**src/rtl/tclp_pkg.sv**
```systemverilog
package tclp_pkg;

    // Field and state widths
    localparam int BYTE_W = 8;
    localparam int CNT_W = 6;
    localparam int STEP_W = 10;
    localparam int DUTY_W = 7;
    localparam int CMP_W = 16;
    localparam int ACC_W = 7;
    localparam int NUM_W = 10;
    localparam int CAND_N = 4;

    // Default for the character limit of one command
    localparam int MAX_CHARS_DEF = 49;

    // Length of the "PWM:" prefix; the number starts right after it
    localparam int PREFIX_LEN = 4;

    // Reset values
    localparam logic [BYTE_W-1:0] TERM_RESET = 8'd33;
    localparam logic [STEP_W-1:0] STEP_RESET = 10'd10;
    localparam logic [DUTY_W-1:0] DUTY_RESET = 7'd50;

    // Number limits: the magnitude saturates one above the largest legal duty
    localparam logic [ACC_W-1:0] DUTY_MAX = 7'd100;
    localparam logic [ACC_W-1:0] NUM_SAT = 7'd101;

    // Candidate bits of the match flags
    localparam int CAND_ON = 0;
    localparam int CAND_OFF = 1;
    localparam int CAND_PWM = 2;
    localparam int CAND_STATUS = 3;

    // Bytes that are dropped before counting
    localparam logic [BYTE_W-1:0] CHAR_CR = 8'h0D;
    localparam logic [BYTE_W-1:0] CHAR_LF = 8'h0A;
    localparam logic [BYTE_W-1:0] CHAR_SPACE = 8'h20;

    // Blanks skipped ahead of the number
    localparam logic [BYTE_W-1:0] CHAR_TAB = 8'h09;
    localparam logic [BYTE_W-1:0] CHAR_VT = 8'h0B;
    localparam logic [BYTE_W-1:0] CHAR_FF = 8'h0C;

    typedef enum logic [2:0] {
        REPLY_ON,
        REPLY_OFF,
        REPLY_DUTY,
        REPLY_STATUS,
        REPLY_INVALID
    } reply_kind_t;

    typedef enum logic [1:0] {
        NUM_SIGN,
        NUM_DIGITS,
        NUM_DONE
    } num_phase_t;

    typedef enum logic {
        CFG_TERMINATOR,
        CFG_COMPARE_STEP
    } cfg_index_t;

    // Result of one terminator beat, handed from the parser to the top level
    typedef struct packed {
        logic                valid;
        reply_kind_t         kind;
        logic                led;
        logic [DUTY_W-1:0]   duty;
    } tclp_result_t;

    // Returns the candidates that survive character c at position pos.
    // Bit order follows the CAND_* constants: {Status, PWM:, OFF, ON}.
    function automatic logic [CAND_N-1:0] word_match(
        input logic [CNT_W-1:0]  pos,
        input logic [BYTE_W-1:0] c
    );
        logic [CAND_N-1:0] keep;
        keep = '0;
        case (pos)
            CNT_W'(0): keep = {c == "S", c == "P", c == "O", c == "O"};
            CNT_W'(1): keep = {c == "t", c == "W", c == "F", c == "N"};
            CNT_W'(2): keep = {c == "a", c == "M", c == "F", 1'b0};
            CNT_W'(3): keep = {c == "t", c == ":", 1'b0, 1'b0};
            CNT_W'(4): keep = {c == "u", 1'b1, 1'b0, 1'b0};
            CNT_W'(5): keep = {c == "s", 1'b1, 1'b0, 1'b0};
            // Past every word: only the PWM prefix stays alive
            default:   keep = 4'b0100;
        endcase
        return keep;
    endfunction

endpackage

```
**src/rtl/tclp_parser.sv**
```systemverilog
module tclp_parser #(
    parameter int MAX_CHARS = tclp_pkg::MAX_CHARS_DEF
) (
    input  logic                          clk,
    input  logic                          rst_n,
    input  logic                          beat_valid,
    input  logic [tclp_pkg::BYTE_W-1:0]   beat_byte,
    input  logic [tclp_pkg::BYTE_W-1:0]   terminator,
    output tclp_pkg::tclp_result_t        result
);
    import tclp_pkg::*;

    localparam logic [CNT_W-1:0] CNT_LIMIT = CNT_W'(MAX_CHARS);

    logic [CNT_W-1:0]  char_count_reg;
    logic [CAND_N-1:0] match_flags_reg;
    num_phase_t        phase_reg;
    num_phase_t        phase_next;
    logic              negative_reg;
    logic              negative_next;
    logic [ACC_W-1:0]  accum_reg;
    logic [ACC_W-1:0]  accum_next;
    logic              lamp_reg;
    logic [DUTY_W-1:0] duty_reg;

    logic              is_term;
    logic              is_blank;
    logic              counted;
    logic              num_en;
    logic              is_digit;
    logic              is_ws;
    logic [NUM_W-1:0]  acc_wide;
    logic [ACC_W-1:0]  acc_sat;
    logic              num_ok;

    // Byte classes
    assign is_term  = (beat_byte == terminator);
    assign is_blank = (beat_byte == CHAR_CR) || (beat_byte == CHAR_LF)
                      || (beat_byte == CHAR_SPACE);
    assign counted  = !is_term && !is_blank && (char_count_reg < CNT_LIMIT);
    assign num_en   = counted && (char_count_reg >= CNT_W'(PREFIX_LEN));
    assign is_digit = (beat_byte >= "0") && (beat_byte <= "9");
    assign is_ws    = (beat_byte == CHAR_TAB) || (beat_byte == CHAR_VT)
                      || (beat_byte == CHAR_FF);

    // Decimal accumulate, saturating so that any overflow stays out of range
    assign acc_wide = NUM_W'(accum_reg) * NUM_W'(10)
                      + NUM_W'(beat_byte[3:0]);
    assign acc_sat  = (acc_wide > NUM_W'(NUM_SAT)) ? NUM_SAT : acc_wide[ACC_W-1:0];

    // A negative sign is only legal on a zero magnitude
    assign num_ok = (accum_reg <= DUTY_MAX) && (!negative_reg || (accum_reg == '0));

    // Number parser next state
    always_comb
    begin
        phase_next    = phase_reg;
        negative_next = negative_reg;
        accum_next    = accum_reg;
        case (phase_reg)
            NUM_SIGN:
            begin
                if (is_ws)
                begin
                    phase_next = NUM_SIGN;
                end
                else if ((beat_byte == "+") || (beat_byte == "-"))
                begin
                    negative_next = (beat_byte == "-");
                    phase_next    = NUM_DIGITS;
                end
                else if (is_digit)
                begin
                    phase_next = NUM_DIGITS;
                    accum_next = acc_sat;
                end
                else
                begin
                    phase_next = NUM_DONE;
                end
            end
            NUM_DIGITS:
            begin
                if (is_digit)
                begin
                    accum_next = acc_sat;
                end
                else
                begin
                    phase_next = NUM_DONE;
                end
            end
            default:
            begin
                phase_next = phase_reg;
            end
        endcase
    end

    // Command decision at the terminator
    always_comb
    begin
        result.valid = 1'b0;
        result.kind  = REPLY_INVALID;
        result.led   = lamp_reg;
        result.duty  = duty_reg;
        if (beat_valid && is_term)
        begin
            result.valid = 1'b1;
            if (match_flags_reg[CAND_ON] && (char_count_reg == CNT_W'(2)))
            begin
                result.kind = REPLY_ON;
                result.led  = 1'b1;
            end
            else if (match_flags_reg[CAND_OFF] && (char_count_reg == CNT_W'(3)))
            begin
                result.kind = REPLY_OFF;
                result.led  = 1'b0;
            end
            else if (match_flags_reg[CAND_PWM]
                     && (char_count_reg >= CNT_W'(PREFIX_LEN)))
            begin
                result.kind  = REPLY_DUTY;
                result.valid = num_ok;
                if (num_ok)
                begin
                    result.duty = accum_reg;
                end
            end
            else if (match_flags_reg[CAND_STATUS] && (char_count_reg == CNT_W'(6)))
            begin
                result.kind = REPLY_STATUS;
            end
            else
            begin
                result.kind = REPLY_INVALID;
            end
        end
    end

    // Parse state and lamp settings
    always_ff @(posedge clk or negedge rst_n)
    begin
        if (!rst_n)
        begin
            char_count_reg  <= '0;
            match_flags_reg <= '1;
            phase_reg       <= NUM_SIGN;
            negative_reg    <= 1'b0;
            accum_reg       <= '0;
            lamp_reg        <= 1'b0;
            duty_reg        <= DUTY_RESET;
        end
        else if (beat_valid)
        begin
            if (is_term)
            begin
                char_count_reg  <= '0;
                match_flags_reg <= '1;
                phase_reg       <= NUM_SIGN;
                negative_reg    <= 1'b0;
                accum_reg       <= '0;
                lamp_reg        <= result.led;
                duty_reg        <= result.duty;
            end
            else if (counted)
            begin
                char_count_reg  <= char_count_reg + CNT_W'(1);
                match_flags_reg <= match_flags_reg & word_match(char_count_reg, beat_byte);
                if (num_en)
                begin
                    phase_reg    <= phase_next;
                    negative_reg <= negative_next;
                    accum_reg    <= accum_next;
                end
            end
        end
    end

endmodule

```
**src/rtl/text_command_lamp_pwm_parser.sv**
```systemverilog
// Channel  Signals                                      Direction
// -------  -------------------------------------------  ---------
// in       in_valid, in_stall, rx_byte                  byte in
// out      out_valid, out_stall, reply_kind, led_on,    reply out
//          duty_percent, compare_value
// cfg      cfg_valid, cfg_ready, cfg_index, cfg_data    register write
//
// One byte is taken per cycle while in_stall is low; a byte passes through an
// input register and is parsed from there, and any reply sits in the output
// register after it. A terminator's reply is loaded into the output register at
// the edge at which the terminator leaves the input register.
// Reset puts the terminator at '!', the step at 10, the lamp off and duty 50.
// Only a terminator waits behind a stalled reply; other bytes keep flowing.
module text_command_lamp_pwm_parser #(
    parameter int MAX_CHARS = tclp_pkg::MAX_CHARS_DEF
) (
    input  logic                          clk,
    input  logic                          rst_n,
    input  logic                          in_valid,
    output logic                          in_stall,
    input  logic [tclp_pkg::BYTE_W-1:0]   rx_byte,
    output logic                          out_valid,
    input  logic                          out_stall,
    output logic [2:0]                    reply_kind,
    output logic                          led_on,
    output logic [tclp_pkg::DUTY_W-1:0]   duty_percent,
    output logic [tclp_pkg::CMP_W-1:0]    compare_value,
    input  logic                          cfg_valid,
    output logic                          cfg_ready,
    input  logic                          cfg_index,
    input  logic [tclp_pkg::STEP_W-1:0]   cfg_data
);
    import tclp_pkg::*;

    localparam int PROD_W = DUTY_W + STEP_W;

    logic [BYTE_W-1:0] terminator_reg;
    logic [STEP_W-1:0] step_reg;

    logic              in_valid_reg;
    logic [BYTE_W-1:0] in_byte_reg;

    logic              out_valid_reg;
    reply_kind_t       kind_reg;
    logic              led_reg;
    logic [DUTY_W-1:0] duty_reg;
    logic [CMP_W-1:0]  compare_reg;
    logic [CMP_W-1:0]  compare_next;

    logic              term_held;
    logic              out_free;
    logic              advance;
    logic              in_take;
    logic [PROD_W-1:0] product;
    tclp_result_t      result;

    // Flow control: a held terminator moves only when the reply slot frees up
    assign term_held = (in_byte_reg == terminator_reg);
    assign out_free  = !out_valid_reg || !out_stall;
    assign advance   = in_valid_reg && (!term_held || out_free);
    assign in_stall  = in_valid_reg && !advance;
    assign in_take   = in_valid && !in_stall;
    assign cfg_ready = 1'b1;

    // Configuration registers
    always_ff @(posedge clk or negedge rst_n)
    begin
        if (!rst_n)
        begin
            terminator_reg <= TERM_RESET;
            step_reg       <= STEP_RESET;
        end
        else if (cfg_valid && cfg_ready)
        begin
            case (cfg_index_t'(cfg_index))
                CFG_TERMINATOR:   terminator_reg <= cfg_data[BYTE_W-1:0];
                CFG_COMPARE_STEP: step_reg <= cfg_data;
                default:          step_reg <= step_reg;
            endcase
        end
    end

    // Input register
    always_ff @(posedge clk or negedge rst_n)
    begin
        if (!rst_n)
        begin
            in_valid_reg <= 1'b0;
        end
        else
        begin
            in_valid_reg <= in_take || (in_valid_reg && !advance);
        end
    end

    always_ff @(posedge clk)
    begin
        if (in_take)
        begin
            in_byte_reg <= rx_byte;
        end
    end

    tclp_parser #(
        .MAX_CHARS (MAX_CHARS)
    ) u_parser (
        .clk        (clk),
        .rst_n      (rst_n),
        .beat_valid (advance),
        .beat_byte  (in_byte_reg),
        .terminator (terminator_reg),
        .result     (result)
    );

    // Timer compare: duty times step while lit, saturated to the field width
    assign product = PROD_W'(result.duty) * PROD_W'(step_reg);

    always_comb
    begin
        if (!result.led)
        begin
            compare_next = '0;
        end
        else if (|product[PROD_W-1:CMP_W])
        begin
            compare_next = '1;
        end
        else
        begin
            compare_next = product[CMP_W-1:0];
        end
    end

    // Output register
    always_ff @(posedge clk or negedge rst_n)
    begin
        if (!rst_n)
        begin
            out_valid_reg <= 1'b0;
        end
        else if (out_free)
        begin
            out_valid_reg <= result.valid;
        end
    end

    always_ff @(posedge clk)
    begin
        if (result.valid)
        begin
            kind_reg    <= result.kind;
            led_reg     <= result.led;
            duty_reg    <= result.duty;
            compare_reg <= compare_next;
        end
    end

    assign out_valid     = out_valid_reg;
    assign reply_kind    = kind_reg;
    assign led_on        = led_reg;
    assign duty_percent  = duty_reg;
    assign compare_value = compare_reg;

`ifndef SYNTH
    // A stall is only raised while a byte sits in the input register.
    a_stall_needs_byte: assert property (@(posedge clk) disable iff (!rst_n)
        in_stall |-> in_valid_reg)
        else $error("input stalled with empty input register");

    // A terminator never overwrites a reply that is still waiting.
    a_no_overwrite: assert property (@(posedge clk) disable iff (!rst_n)
        (in_valid_reg && term_held && out_valid_reg && out_stall) |-> in_stall)
        else $error("terminator advanced over a pending reply");

    // A dark lamp always reports a zero compare value.
    a_dark_zero: assert property (@(posedge clk) disable iff (!rst_n)
        (out_valid && !led_on) |-> (compare_value == '0))
        else $error("nonzero compare with lamp off");

    // The reported duty never leaves the legal range.
    a_duty_range: assert property (@(posedge clk) disable iff (!rst_n)
        out_valid |-> (duty_percent <= DUTY_MAX))
        else $error("duty out of range");

    // An ON reply always reports a lit lamp.
    a_on_lit: assert property (@(posedge clk) disable iff (!rst_n)
        (out_valid && (reply_kind == REPLY_ON)) |-> led_on)
        else $error("ON reply with lamp off");
`endif

endmodule

```
**config.mk**
```make
export PLATFORM = sky130hd
export DESIGN_NAME = text_command_lamp_pwm_parser
export DESIGN_NICKNAME = d
export VERILOG_FILES = /design/src/rtl/tclp_pkg.sv /design/src/rtl/tclp_parser.sv /design/src/rtl/text_command_lamp_pwm_parser.sv
export SDC_FILE = /design/constraint.sdc
export NUM_CORES = 1
export LEC_CHECK = 0
export ABC_AREA = 1
export BUFFER_PORTS_ARGS = -buffer_cell sky130_fd_sc_hd__buf_4
export CAP_MARGIN = 10
export CORE_ASPECT_RATIO = 1.1
export CORE_UTILIZATION = 30
export CTS_CLUSTER_DIAMETER = 50
export DETAILED_ROUTE_END_ITERATION = 8
export MAX_ROUTING_LAYER = met4
export PLACE_DENSITY = 0.5
export REMOVE_ABC_BUFFERS = 1
export SETUP_SLACK_MARGIN = 0.1
export SYNTH_ARGS = -nofsm -noshare
export SYNTH_HDL_FRONTEND = slang
export SYNTH_SLANG_ARGS = --single-unit
```
**constraint.sdc**
```tcl
create_clock -name clk -period 5.44 [get_ports clk]
set_input_delay 1.088 -clock clk [delete_from_list [all_inputs] [get_ports clk]]
set_output_delay 1.088 -clock clk [all_outputs]
set_load 0.05 [all_outputs]
```
==> impl_metrics.yaml <==
floorplan:
  rows: 58
  start_util: 0.307
  dieWidth_um: 148
  core_area_sq_um: 22900
  dieArea_sq_um: 24100
  dieHeight_um: 163
  io_pins: 54
cts:
  cts_tree: "done"
  clockRootBuffer: "clkbuf_16"
  cts_sinks: 83
  clkSlewWorstSetupHoldPaths_ns: 0.07
  clk_latency_ns: 0.35
  cts_buffers: 9
  clk_path_buf_depth: 2
  cts_max_level: 3
  cts_hold_buf: 0
timing:
  hold_viol: 0
  period_share: 1.01
  grt_setup_unrepaired: "true"
  maxSlewViolCount: 0
  worstMarginPinSlew_ns: 0.814
  min_period_ns: 5.49
  fmax_mhz: 182
  setup_viol: 15
  slew_headroom: 0.457
  clock_skew_ns: 0.00810
  layout_setup_ws_ns: -0.0472
setup_path:
  critPathLaunchType: "flip-flop"
  critPathKind: "flip-flop to flip-flop"
  required_ns: 5.54
  crit_path_start: "terminator_reg[5]$_DFFE_PN1P_"
  crit_family: "adder cells"
  arrival_ns: 5.59
  reg2reg_from: "terminator_reg[5]$_DFFE_PN1P_"
  crit_fanout: 8
  crit_buf_inv: 8
  cp-end-kind: "flip-flop"
  crit_path_top_delay_cell: "dfstp_2"
  cpPeakStageDelay_ns: 0.55
pwr:
  vdd_drop_max_mv: 0.193
  p_total_mw: 3.21
  comb_power_share: 0.554
  netSwitchingFraction: 0.414
  power.density_nw_per_um2: 351
  p_seq_frac: 0.254
  cell_internal_pwr_mw: 1.88
  clockPowerShare: 0.192
  p_sw_mw: 1.33
  p_leak_nw: 4.80
detailed_routing:
  wl_um: 17700
  first_iter_violations: 273
  postRouteAntennaNets: 0
  num_vias: 6035
  viasPerCell: 4.44
  firstDrtPassIters: 5
  drc_errors: 0
  wl_per_cell_um: 13.0
finish:
  n_antenna_cell: 0
  largest_reg_flops: 16
  fin_nets: 1173
  stdcell_count: 1360
  syn2layout_area_growth_pct: 30.0
  fin_util: 0.399
  drive_above_1_share: 0.258
placement:
  dp_cells: 1325
  hpwl_um: 14200
  pre_cts_slack_ns: -0.511
  port-buffer-count: 52
  gp_congestion: 0.873
logic_synthesis:
  synth_top_family_by_area: "simple AND/OR/NAND/NOR gates"
  yosys.area.top_type: "edfxtp_1"
  ys_ff_latch: 83
  synth-xor-area-share: 0.0323
  synth_cell_type_count: 37
  synth_cells: 898
  yosysWarnings: 0
  avgSynthCellArea_sq_um: 7.85
  synthesis.area_sq_um: 7050
  yosysSeqAreaShare: 0.321
  yosys.area.top_type_share: 0.149
  muxShareOfSynthArea: 0
  synthTopCellsByArea: "edfxtp_1, dfrtp_1, fa_1"
  yosys.area_share.simple: 0.254
  synthAdderAreaFrac: 0.211
  synth_compound_area_frac: 0.0756
worst_hold_path:
  hold_start: "u_parser.match_flags_reg[2]$_DFFE_PN1P_"
  hold_class: "flip-flop to flip-flop"
global_routing:
  grt_usage: 0.165
  antenna_found_initial: 0
  grt_pass1_wl_um: 30600
  overflow: 0
  grt_pass1_vias: 6342
  grt_max_degree: 49
run:
  drv_cap: 0
outcome:
  violations: "setup timing"
  status: "complete, but fails checks"
-- power by group through the flow --
| stage | Combinational, mW | Sequential [mW] | Clock (mW) |
|---|---|---|---|
| 2_1_floorplan | 1.01 | 0.845 | 0 |
| 3_3_place_gp | 1.58 | 0.831 | 0 |
| 3_5_place_dp | 1.58 | 0.832 | 0 |
| 4_1_cts | 1.72 | 0.820 | 0.639 |
| 5_1_grt | 2.04 | 0.830 | 0.662 |
| 6_report | 1.78 | 0.818 | 0.616 |
-- through the flow --
step | TNS (ns) | instance area (sq um) | hold WS, ns
2_1_floorplan | -5.99 | 6920 | 0.442
6_report | -0.456 | 9160 | 0.467
5_1_grt | -5.39 | 9160 | 0.473
4_1_cts | -0.784 | 9070 | 0.465
3_3_place_gp | -6.07 | 8380 | 0.451
3_5_place_dp | -7.63 | 8380 | 0.453
-- cell usage in the layout, fill, tap and decap left out, types with 2 or more instances in the layout --
cell type  netlist  final
nand2_1        215    200
inv_1          157    155
buf_4            1    154
nor2_1         111     96
ha_1            53     47
o21ai_0         44     41
fa_1            41     40
nand3_1         44     39
dfrtp_1         37     37
edfxtp_1        35     35
a21oi_1         35     28
nand2_2         10     23
nor2_2           4     17
xnor2_1         17     16
nand4_1         12     12
dfstp_2         11     11
xor2_1           9      9
nor3_1          10      9
clkbuf_16        0      9
nand3b_1         7      7
inv_2            4      6
ha_4             0      6
nor2_4           3      5
a21oi_2          0      5
nand3_2          0      5
o21ai_4          1      4
o21ai_2          5      4
o21ai_1          2      3
o211ai_1         3      3
o31ai_1          3      3
nand2_4          1      3
o21bai_1         3      3
inv_6            0      3
buf_6            9      3
clkinv_4         1      2
a21oi_4          0      2
clkinv_8         0      2
buf_12           0      2
-- path summary, 6_finish.rpt --
path,endpoint,cells past startpoint,slack [ns]
worst min register to register,u_parser.match_flags_reg[2]$_DFFE_PN1P_,2,0.47
min in group asynchronous,in_valid_reg$_DFF_PN0_,1,0.77
worst max-delay path,compare_value[4]$_SDFFCE_PN0P_,30,-0.05
worst max register to register,compare_value[4]$_SDFFCE_PN0P_,30,-0.05
max in group asynchronous,u_parser.duty_reg[0]$_DFFE_PN0N_,1,4.21
worst min-delay path,u_parser.match_flags_reg[2]$_DFFE_PN1P_,2,0.47
-- Yosys cell counts, drive strengths merged --
library cell,number
nor3,10
xor2,9
nand3b,7
nand2b,1
nor3b,1
nand4,12
or2,1
o21bai,3
nand2,226
a21oi,35
conb,1
o211ai,3
o21ai,52
edfxtp,35
ha,53
o31ai,3
nand3,45
dfrtp,37
clkinv,1
clkbuf,4
dfstp,11
inv,161
fa,41
buf,11
xnor2,17
nor2,118
-- routing by layer --
layer  track usage  routed length (um)
met5             -                   0
met4        0.0455                 200
met3        0.0202                 665
met2         0.271                8310
met1         0.213                8480
-- layout make-up --
cell class	count	area, sq um
Timing Repair Buffer	160	1260
Clock inverter	7	78.8
Tap cell	300	375
Inverter	162	613
Multi-Input combinational cell	639	4340
Fill cell	2413	13800
Sequential cell	83	2270
Clock buffer	9	225
-- cell families after synthesis --
| logic type | Yosys count |
|---|---|
| compound gates | 96 |
| flops | 83 |
| fa+ha+maj | 94 |
| xor+xnor | 26 |
| buf+inv | 177 |
| other cells | 1 |
| simple gates | 421 |
-- tightest hold or removal path, cell delays in order (launching register included) --
cell     delay, ns
dfstp_2       0.37
nand2_1       0.06
nand2_1       0.04
-- timing repair --
item                                   in CTS  in global routing
resized for setup                          52                 20
pin swaps                                  35                 25
setup buffers                              15                  2
gates cloned                                2                  0
endpoints found under the hold margin       0                  0
setup endpoints to repair                  16                 16
Power figures use the tool's default switching activity.
